<file path="src/hdl/scfr_pkg.sv">
// Shared definitions for the serial command frame receiver:
// action codes, speed codes, register indexes, reset values and the end-around add. No dependencies.
`timescale 1ns / 1ps

package scfr_pkg;

  localparam int unsigned FrameDataBytesDefault = 4;

  // Input action codes
  localparam logic [1:0] ACT_START   = 2'd0;
  localparam logic [1:0] ACT_BYTE    = 2'd1;
  localparam logic [1:0] ACT_RELEASE = 2'd2;
  localparam logic [1:0] ACT_UNUSED  = 2'd3;

  // Speed mode codes
  localparam logic [1:0] SPEED_STANDARD = 2'd0;
  localparam logic [1:0] SPEED_HIGH     = 2'd1;
  localparam logic [1:0] SPEED_ULTRA    = 2'd2;

  // Configuration register indexes
  localparam logic REG_ERROR_THRESHOLD = 1'b0;
  localparam logic REG_USE_ULTRA_HIGH  = 1'b1;

  localparam logic [7:0] ErrorThresholdReset = 8'd2;

  // One's complement style add: carry out of bit 7 folds back into bit 0.
  function automatic logic [7:0] add_end_around(input logic [7:0] sum, input logic [7:0] b);
    logic [8:0] s;
    s = {1'b0, sum} + {1'b0, b};
    return s[7:0] + {7'd0, s[8]};
  endfunction

endpackage

</file>
<file path="src/hdl/serial_command_frame_receiver.sv">
// Top level of the serial command frame receiver: byte collection, checksum,
// error counter with speed fallback, and the result register. Uses scfr_pkg.
`timescale 1ns / 1ps

// How to use this block
// - Input channel (in_valid_i / in_ready_o) carries one item per handshake:
//   an action (start frame, byte received, command line released) and a byte.
// - Output channel (out_valid_o / out_ready_i) carries one item per closed
//   frame: checksum verdict, device, command, aux word, speed mode and a flag
//   that marks a speed toggle caused by this frame.
// - Each input item is handled in the cycle it is accepted; the result for a
//   checksum byte is visible on the output in the cycle after acceptance.
// - Throughput is one item per cycle. The single result register sets it:
//   in_ready_o is high whenever that register is empty or being drained.
// - When the receiver stalls (out_ready_i low with a result pending), the
//   result holds and input items wait until it is taken.
// - Configuration writes (cfg_we_i, cfg_index_i, cfg_wdata_i) take effect at
//   the next edge; write them only while the block is idle.
// - Reset clears the frame state, the error counter, the speed mode
//   (standard), the threshold (2) and the ultra-high select; no result pends.
module serial_command_frame_receiver #(
  parameter int unsigned FrameDataBytes = scfr_pkg::FrameDataBytesDefault
) (
  input  logic       clk_i,
  input  logic       rst_ni,
  // configuration
  input  logic       cfg_we_i,
  input  logic       cfg_index_i,
  input  logic [7:0] cfg_wdata_i,
  // input items
  input  logic       in_valid_i,
  output logic       in_ready_o,
  input  logic [1:0] action_i,
  input  logic [7:0] data_byte_i,
  // result items
  output logic        out_valid_o,
  input  logic        out_ready_i,
  output logic        frame_valid_o,
  output logic [7:0]  dev_addr_o,
  output logic [7:0]  command_code_o,
  output logic [15:0] aux_value_o,
  output logic [1:0]  link_rate_o,
  output logic        speed_changed_o
);
  import scfr_pkg::*;

  // Keep at least four slots so the fixed result fields always have a place
  localparam int unsigned StoreDepth = (FrameDataBytes > 4) ? FrameDataBytes : 4;
  localparam int unsigned IdxW       = $clog2(StoreDepth);
  localparam int unsigned CntW       = $clog2(FrameDataBytes + 1);
  localparam logic [CntW-1:0] LastCnt = CntW'(FrameDataBytes);

  // Configuration registers
  logic [7:0] threshold_q;
  logic       use_ultra_q;

  // Frame state
  logic [CntW-1:0] cnt_q, cnt_d;
  logic            collecting_q, collecting_d;
  logic [7:0]      sum_q, sum_d;
  logic [7:0]      bad_cnt_q, bad_cnt_d;
  logic [1:0]      speed_q, speed_d;
  logic [7:0]      fields_q [StoreDepth];

  // Result register
  logic        out_valid_q;
  logic        frame_valid_q;
  logic [7:0]  dev_addr_q, command_code_q;
  logic [15:0] aux_value_q;
  logic [1:0]  link_rate_q;
  logic        speed_changed_q;

  logic       in_fire;
  logic       byte_in_frame;
  logic       store_byte;
  logic       close_frame;
  logic       chk_ok;
  logic       toggle;
  logic [7:0] bad_inc;
  logic [7:0] fld [4];

  assign in_ready_o    = !out_valid_q || out_ready_i;
  assign in_fire       = in_valid_i && in_ready_o;
  assign byte_in_frame = in_fire && (action_i == ACT_BYTE) && collecting_q;
  assign store_byte    = byte_in_frame && (cnt_q < LastCnt);
  assign close_frame   = byte_in_frame && (cnt_q == LastCnt);
  assign chk_ok        = (data_byte_i == sum_q);
  assign bad_inc       = bad_cnt_q + 8'd1;
  // Toggle only on an exact match, so the counter may wrap past the threshold
  assign toggle        = close_frame && !chk_ok && (bad_inc == threshold_q);

  // Fields past the configured frame length read as zero
  always_comb begin
    for (int k = 0; k < 4; k++) begin
      fld[k] = (k < FrameDataBytes) ? fields_q[k] : 8'd0;
    end
  end

  always_comb begin
    cnt_d        = cnt_q;
    collecting_d = collecting_q;
    sum_d        = sum_q;
    bad_cnt_d    = bad_cnt_q;
    speed_d      = speed_q;
    if (in_fire) begin
      case (action_i)
        ACT_START: begin
          collecting_d = 1'b1;
          cnt_d        = '0;
          sum_d        = 8'd0;
        end
        ACT_RELEASE: begin
          collecting_d = 1'b0;
          cnt_d        = '0;
        end
        ACT_BYTE: begin
          if (store_byte) begin
            sum_d = add_end_around(sum_q, data_byte_i);
            cnt_d = cnt_q + CntW'(1);
          end else if (close_frame) begin
            collecting_d = 1'b0;
            cnt_d        = '0;
            if (!chk_ok) begin
              bad_cnt_d = toggle ? 8'd0 : bad_inc;
            end
            if (toggle) begin
              speed_d = (speed_q != SPEED_STANDARD) ? SPEED_STANDARD :
                        (use_ultra_q ? SPEED_ULTRA : SPEED_HIGH);
            end
          end
        end
        default: begin
          // unused action code: drop
        end
      endcase
    end
  end

  // Control state and configuration
  always_ff @(posedge clk_i or negedge rst_ni) begin
    if (!rst_ni) begin
      threshold_q  <= ErrorThresholdReset;
      use_ultra_q  <= 1'b0;
      cnt_q        <= '0;
      collecting_q <= 1'b0;
      sum_q        <= 8'd0;
      bad_cnt_q    <= 8'd0;
      speed_q      <= SPEED_STANDARD;
      out_valid_q  <= 1'b0;
    end else begin
      if (cfg_we_i) begin
        case (cfg_index_i)
          REG_ERROR_THRESHOLD: threshold_q <= cfg_wdata_i;
          REG_USE_ULTRA_HIGH:  use_ultra_q <= cfg_wdata_i[0];
          default: ;
        endcase
      end
      cnt_q        <= cnt_d;
      collecting_q <= collecting_d;
      sum_q        <= sum_d;
      bad_cnt_q    <= bad_cnt_d;
      speed_q      <= speed_d;
      if (close_frame) begin
        out_valid_q <= 1'b1;
      end else if (out_ready_i) begin
        out_valid_q <= 1'b0;
      end
    end
  end

  // Payload: frame byte store and result fields, no reset needed
  always_ff @(posedge clk_i) begin
    if (store_byte) begin
      fields_q[IdxW'(cnt_q)] <= data_byte_i;
    end
    if (close_frame) begin
      frame_valid_q   <= chk_ok;
      dev_addr_q      <= fld[0];
      command_code_q  <= fld[1];
      aux_value_q     <= {fld[3], fld[2]};
      link_rate_q     <= speed_d;
      speed_changed_q <= toggle;
    end
  end

  assign out_valid_o     = out_valid_q;
  assign frame_valid_o   = frame_valid_q;
  assign dev_addr_o      = dev_addr_q;
  assign command_code_o  = command_code_q;
  assign aux_value_o     = aux_value_q;
  assign link_rate_o     = link_rate_q;
  assign speed_changed_o = speed_changed_q;

  // A speed toggle can only come from a failed checksum
  assert property (@(posedge clk_i) disable iff (!rst_ni)
    (out_valid_o && speed_changed_o) |-> !frame_valid_o)
    else $error("speed toggle reported on a good frame");

  // The byte counter never runs past the checksum slot
  assert property (@(posedge clk_i) disable iff (!rst_ni)
    cnt_q <= LastCnt)
    else $error("byte counter beyond frame length");

  // Outside a frame the counter rests at zero
  assert property (@(posedge clk_i) disable iff (!rst_ni)
    !collecting_q |-> (cnt_q == '0))
    else $error("byte counter nonzero while idle");

  // A toggle clears the error counter and reports the new speed
  assert property (@(posedge clk_i) disable iff (!rst_ni)
    toggle |=> (bad_cnt_q == 8'd0) && (link_rate_o == speed_q) && speed_changed_o)
    else $error("toggle did not clear counter or report speed");

endmodule

</file>
<file path="config.mk">
export PLATFORM = sky130hd
export DESIGN_NAME = serial_command_frame_receiver
export DESIGN_NICKNAME = d
export VERILOG_FILES = /design/src/hdl/scfr_pkg.sv /design/src/hdl/serial_command_frame_receiver.sv
export SDC_FILE = /design/constraint.sdc
export NUM_CORES = 1
export LEC_CHECK = 0
export BUFFER_PORTS_ARGS = -buffer_cell sky130_fd_sc_hd__buf_2
export CORE_MARGIN = 2
export CORE_UTILIZATION = 61
export DETAILED_ROUTE_END_ITERATION = 10
export PLACE_DENSITY = 0.82
export SLEW_MARGIN = 40
export SYNTH_ARGS = -nofsm -noshare
export SYNTH_HDL_FRONTEND = slang
export SYNTH_SLANG_ARGS = --single-unit
</file>
<file path="constraint.sdc">
create_clock -name clk_i -period 5.1 [get_ports clk_i]
set_input_delay 0.255 -clock clk_i [delete_from_list [all_inputs] [get_ports clk_i]]
set_output_delay 0.255 -clock clk_i [all_outputs]
set_load 0.01 [all_outputs]
</file>
==> summary.txt, run 1 <==
status -> finished, final reports clean
crit start category -> register
area growth from synthesis to layout -> 13.7%
clock sinks -> 100
CP Max Fanout -> 11
NumNets Final -> 419
Flop pwr share -> 53.6%
Util after Layout -> 72.0%
die area -> 7740 sq um
Fmax -> 338 MHz
YS warnings -> 0
commonest register cell after synthesis -> edfxtp_1
synthesized cell area -> 4300 sq um
delay-heaviest family, CP -> simple AND/OR/NAND/NOR gates
maximum vdd drop -> 0.000148 V
sw power -> 0.000502 W
GPL Wtd Cong -> 0.899
pin count of the biggest net entering global routing -> 38
wire per inst -> 15.4 um
actual slew at the worst max-slew pin -> 0.738 ns
via count -> 2583
Synth area leader -> edfxtp_1
Rows -> 30
Reg clk slew, reported paths -> 0.09 ns
Worst EP required -> 5.21 ns
CP peak stage delay -> 0.55 ns
placed cell count -> 459
endpoint type of the worst setup path -> register
HP Class -> input pin to register
GR Util All Layers -> 20.6%
Mapped Cells -> 304
setup_tns -> 0 ns
Top Ports -> 62
fillcell total -> 451
initial antenna violation count -> 0
top cell type's share of synthesized area -> 47.4%
max-cap viol count -> 0
EDFF count, synth -> 68
post-CTS resize count -> 0
period utilisation layout -> 57.9%
share of layout cells above drive strength 1 -> 26.8%
Via-to-Cell Ratio -> 5.43
number of buffers created by CTS -> 9
TritonCTS clock tree -> done
buffers added on ports -> 61
Core Box Area -> 6790 sq um
residual DRC count -> 0
final setup violation count -> 0
H-tree Lvls -> 3
minimum clock period -> 2.95 ns
CP max stage cell -> nor4_4
PD cells -> 360 nW/um^2
sequential area share after synthesis -> 66.1%
Max clock buf depth -> 2
Antenna diodes -> 0
clock network fraction of design power -> 24.6%
Non-Filler Instances -> 476
post-route ant nets -> 0
worst-case clock skew -> 0.0118 ns
initial DRC count -> 144
post-synthesis cell type count -> 51
Synth Register Bits -> 100
Syn Area/Cell -> 14.2 sq um
synth top area cells -> edfxtp_1 47%, dfrtp_1 18%, ha_1 5.5%
syn nets -> 348
most frequent cell after synthesis -> edfxtp_1
Comb pwr share -> 21.8%
Final Hold Viols -> 0
Async SR Flop Fraction -> 32.0%
Max Slew Vio Count -> 0
First-pass DRT Iterations -> 4
first-pass GRT wire length -> 11900 um
die width -> 88 um
Routed WL -> 7320 um
Starting Density -> 63.4%
HPWL after DPL -> 5220 um
max_slew headroom -> 50.8%
vias in the first global route -> 2421
gr ovfl total -> 0
Buf/Inv on CP -> 1
P_int -> 0.00126 W
most frequent cells after synthesis -> 68 x edfxtp_1, 31 x dfrtp_1, 23 x nand2_1
type of the worst setup path -> register to register
Sw Ratio -> 28.5%
Clk Latency, worst-skew pair -> 0.35 ns
WP data arrival -> 3.06 ns
clock root buffer -> clkbuf_8
Cell Chain, Critical Path -> inv_1 -> ha_1 -> nand2_1 -> or4b_4 -> or4_4 -> nor4_4 -> mux2_2
Die Ht -> 88 um
total leakage power -> 1.95 nW
RSZ-0062 raised after global routing -> no
==> cell families (layout without fill, tap and decap cells) <==
group	after synthesis	in the layout	synth area share, %
DFF	100	100	66.1
muxes	11	11	2.88
xor gates and xnor gates	16	16	3.26
buffers and inverters	16	92	1.60
AOI/OAI and AO/OA	55	55	8.78
adders and majority gates	20	20	5.99
and+or+nand+nor	86	86	11.4
==> power groups by stage <==
stage	clock network (W)	logic (W)	registers [W]
5_1_grt	0.000471	0.000432	0.000952
3_3_place_gp	0	0.000363	0.000962
4_1_cts	0.000440	0.000383	0.000946
3_5_place_dp	0	0.000377	0.000964
2_1_floorplan	0	0.000290	0.000953
6_report	0.000433	0.000385	0.000945
==> registers in the layout, summed over array words and instances (netlist names) <==
signal	flops
fields_q	32
aux_value_o	16
bad_cnt_q	8
command_code_o	8
dev_addr_o	8
sum_q	8
threshold_q	8
cnt_q	3
link_rate_o	2
speed_q	2
collecting_q	1
frame_valid_o	1
out_valid_o	1
speed_changed_o	1
use_ultra_q	1
==> cell type report <==
class	count	area (sq um)	area share [%]
Tap cell	96	120	2.45
Inverter	12	45.0	0.920
Sequential cell	100	2840	58.1
Timing Repair Buffer	64	330	6.75
Clock buffer	12	135	2.76
Multi-Input combinational cell	188	1390	28.4
Clock inverter	4	27.5	0.563
==> metal layers <==
layer	global-route usage (%)	part of all wire, %
met4	8.25	2.0
met1	28.9	46
met2	31.6	47
met5	0	0
met3	4.52	5.1
==> per-stage QoR <==
| stage | hold WS [ns] | total power (W) | worst slack, ns | cell area (sq um) |
|---|---|---|---|---|
| 3_3_place_gp | 0.354 | 0.00132 | 2.17 | 4720 |
| 5_1_grt | 0.114 | 0.00186 | 2.00 | 4890 |
| 3_5_place_dp | 0.355 | 0.00134 | 2.07 | 4720 |
| 2_1_floorplan | -0.0406 | 0.00124 | 2.10 | 4300 |
| 6_report | 0.124 | 0.00176 | 2.15 | 4890 |
| 4_1_cts | 0.112 | 0.00177 | 2.18 | 4890 |
==> layout by cell type (no fill, tap or decap), types with 3 or more instances in the layout <==
cell type,synthesis,routed
dfrtp_1,31,31
buf_2,0,61
nand2_1,23,23
nor3_1,9,9
and2_1,5,5
a22o_1,7,7
a21oi_1,4,4
inv_1,12,12
a21o_1,5,5
clkbuf_8,0,9
or3_2,3,3
xnor2_1,11,11
o21ai_0,16,16
o21ai_1,4,4
nor2_1,11,11
nor3b_1,3,3
nand3_1,4,4
nor2b_1,7,7
clkbuf_1,2,3
or3_1,5,5
mux2_2,11,11
xor2_1,5,5
o21a_1,4,4
ha_1,19,19
edfxtp_1,68,68
==> what timing repair did <==
item | CTS | global route
buffers inserted | 0 | 0
endpoints found under the hold margin | 31 | 0
setup endpoints to repair | 0 | 0
hold buffers | 1 | 0
==> final timing paths <==
path	startpoint	endpoint	slack [ns]	cells past startpoint
setup reg to reg	cnt_q[0]	link_rate_o[0]	2.15	7
max in group asynchronous	rst_ni	out_valid_o	4.12	2
setup / recovery	cnt_q[0]	link_rate_o[0]	2.15	7
hold / removal	cfg_wdata_i[4]	threshold_q[4]	0.12	2
hold reg to reg	fields_q[3][1]	aux_value_o[9]	0.43	0
min in group asynchronous	rst_ni	speed_q[0]	0.49	2
Note: power is estimated with default switching activity, not from simulation.
==> run 2: changes to the inputs <==
ABC_AREA = 1   (was default)
CORE_UTILIZATION = 52   (was 61)
PLACE_DENSITY = 0.74   (was 0.82)
clock period = 2.51 ns   (was 5.1 ns; I/O delays follow)
==> run 2 against run 1 <==
  * The run now ends with negative setup slack left
  * Via count grew 22%
  * Power grew 120%
  * Count of clock-buffer cells in the layout shrank 3
  * Maximum frequency grew 17%
  * Cell count grew 32%
  * Combinational power grew 120%
  * Largest cell class unchanged
==> summary.txt, run 2 <==
clock sinks -> 100
gr ovfl total -> 0
period utilisation layout -> 101%
minimum clock period -> 2.52 ns
total leakage power -> 2.41 nW
wire per inst -> 14.4 um
commonest non-fill, non-tap cell in the layout -> nand2_1
WP data arrival -> 2.78 ns
Most flops, register -> fields_q
Max Slew Vio Count -> 0
area growth from synthesis to layout -> 22.6%
Core Box Area -> 8300 sq um
first-pass GRT wire length -> 14700 um
die width -> 97.1 um
placed cell count -> 592
Routed WL -> 9010 um
post-route ant nets -> 0
Mapped Cells -> 418
initial antenna violation count -> 0
Antenna diodes -> 0
Reg clk slew, reported paths -> 0.10 ns
most frequent cells in the layout -> 111 x nand2_1, 68 x edfxtp_1, 60 x buf_2, 51 x inv_1, 31 x dfrtp_1
commonest register cell after synthesis -> edfxtp_1
TritonCTS clock tree -> done
PD cells -> 696 nW/um^2
Clk Latency, worst-skew pair -> 0.37 ns
endpoint type of the worst setup path -> register
max-cap viol count -> 0
HPWL after DPL -> 6300 um
Via-to-Cell Ratio -> 5.03
setup_tns -> -0.0136 ns
Non-Filler Instances -> 628
HP Class -> input pin to register
Largest register FFs -> 32
syn nets -> 462
Rows -> 33
EDFF count, synth -> 68
type of the worst setup path -> register to register
First-pass DRT Iterations -> 4
share of layout cells above drive strength 1 -> 27.7%
most frequent cells after synthesis -> 113 x nand2_1, 68 x edfxtp_1, 54 x inv_1
top cell type's share of synthesized area -> 45.3%
Top Ports -> 62
residual DRC count -> 0
Worst EP required -> 2.77 ns
initial DRC count -> 189
fillcell total -> 642
max_slew headroom -> 66.4%
number of buffers created by CTS -> 9
Power, Total -> 0.00384 W
H-tree Lvls -> 3
RSZ-0062 raised after global routing -> yes
synthesized cell area -> 4500 sq um
buffers added on ports -> 61
post-placement setup slack -> -0.154 ns
CP Max Fanout -> 4
Syn Area/Cell -> 10.8 sq um
Async SR Flop Fraction -> 32.0%
clock root buffer -> clkbuf_8
setup ws final -> -0.0136 ns
failing checks -> negative setup slack
status -> complete, but fails checks
crit start category -> register
vias in the first global route -> 3076
synth top area cells -> edfxtp_1 45%, dfrtp_1 17%, nand2_1 9.4%
sequential area share after synthesis -> 63.1%
GR Util All Layers -> 19.9%
maximum vdd drop -> 0.000314 V
Max clock buf depth -> 2
Starting Density -> 54.3%
most frequent cell after synthesis -> nand2_1
die area -> 9420 sq um
Final Hold Viols -> 0
post-synthesis cell type count -> 37
Die Ht -> 97.1 um
Fmax -> 396 MHz
worst-case clock skew -> 0.00878 ns
NumNets Final -> 562
actual slew at the worst max-slew pin -> 0.503 ns
YS warnings -> 0
Min Hold Slack -> 0.00782 ns
via count -> 3160
final setup violation count -> 1
GPL Wtd Cong -> 0.899
Synth Register Bits -> 100
pin count of the biggest net entering global routing -> 33
Synth area leader -> edfxtp_1
[run 2: cell types whose count changed after synthesis, sizes merged, moves of 9 or more]
| cell | delta |
|---|---|
| xnor2 | -9 |
| nand2 | +94 |
| nand3 | +23 |
| a21oi | +12 |
| mux2 | -9 |
| inv | +46 |
| nor2 | +28 |
| o21ai | -9 |
[run 2: area by class of cell]
type | count | area, sq um | share of cell area [%]
repair buffers | 91 | 568 | 10.3
clock inverters | 7 | 90.1 | 1.63
well taps | 105 | 131 | 2.38
inverters | 58 | 218 | 3.94
clock buffers | 9 | 124 | 2.24
multi-input cells | 258 | 1550 | 28.0
flip-flops and latches | 100 | 2840 | 51.5
[run 2: logic make-up after synthesis]
group,synth area share (%)
AO/OA/AOI/OAI,4.58
flip-flops,63.1
multiplexers,0.500
AND/OR/NAND/NOR,20.4
adder cells (fa/ha/maj),5.72
buffers and inverters,5.03
XOR/XNOR,0.583
[run 2: critical path, stage by stage (launching register included)]
cell and delay (ns):
dfrtp_1 0.38, ha_2 0.21, inv_2 0.04, fa_2 0.34
inv_2 0.08, nand2_2 0.06, nand3_2 0.07, a21oi_2 0.05
o21bai_1 0.17, ha_2 0.26, nand2_2 0.07, nor2_2 0.13
nand3_2 0.12, nor2_4 0.15, a21oi_1 0.09, o21ai_0 0.10
nand2_1 0.07
[run 2: per-layer routing]
metal | share of wire, % | vias to the layer above | routed length (um) | GRT usage, %
met5 | 0 | - | 0 | 0
met1 | 44 | 1471 | 3990 | 26.8
li1 | - | 1584 | - | -
met3 | 5.6 | 12 | 507 | 4.17
met4 | 1.6 | 0 | 146 | 8.02
met2 | 48 | 93 | 4370 | 31.7
[run 2: power breakdown]
group | total (W) | leakage, nW | internal [W] | switching, W
sequential | 0.00190 | 1.02 | 0.00183 | 0.0000632
clock | 0.00109 | 0.110 | 0.000489 | 0.000597
combinational | 0.000862 | 1.28 | 0.000332 | 0.000530
total | 0.00384 | 2.41 | 0.00266 | 0.00119
[run 2: path summary, 6_finish.rpt]
check | from | to | slack, ns | cells past startpoint
setup / recovery | sum_q[0] | sum_q[5] | -0.01 | 16
hold / removal | cfg_wdata_i[2] | threshold_q[2] | 0.008 | 3
setup reg to reg | sum_q[0] | sum_q[5] | -0.01 | 16
hold reg to reg | fields_q[1][2] | command_code_o[2] | 0.42 | 0
max in group asynchronous | rst_ni | threshold_q[1] | 1.96 | 2
min in group asynchronous | rst_ni | threshold_q[6] | 0.22 | 2
[run 2: repair_timing]
action	in CTS	in global routing
setup buffers	4	2
setup endpoints to repair	4	5
gates resized for setup	13	14
pin swaps	8	12
hold endpoints to repair	59	0
hold buffers	14	0
[run 2: metrics by stage]
step	utilization (%)	cell area (sq um)
2_1_floorplan	-	4500
3_3_place_gp	60.3	5010
3_5_place_dp	60.3	5010
4_1_cts	65.5	5430
5_1_grt	66.6	5520
6_report	66.6	5520
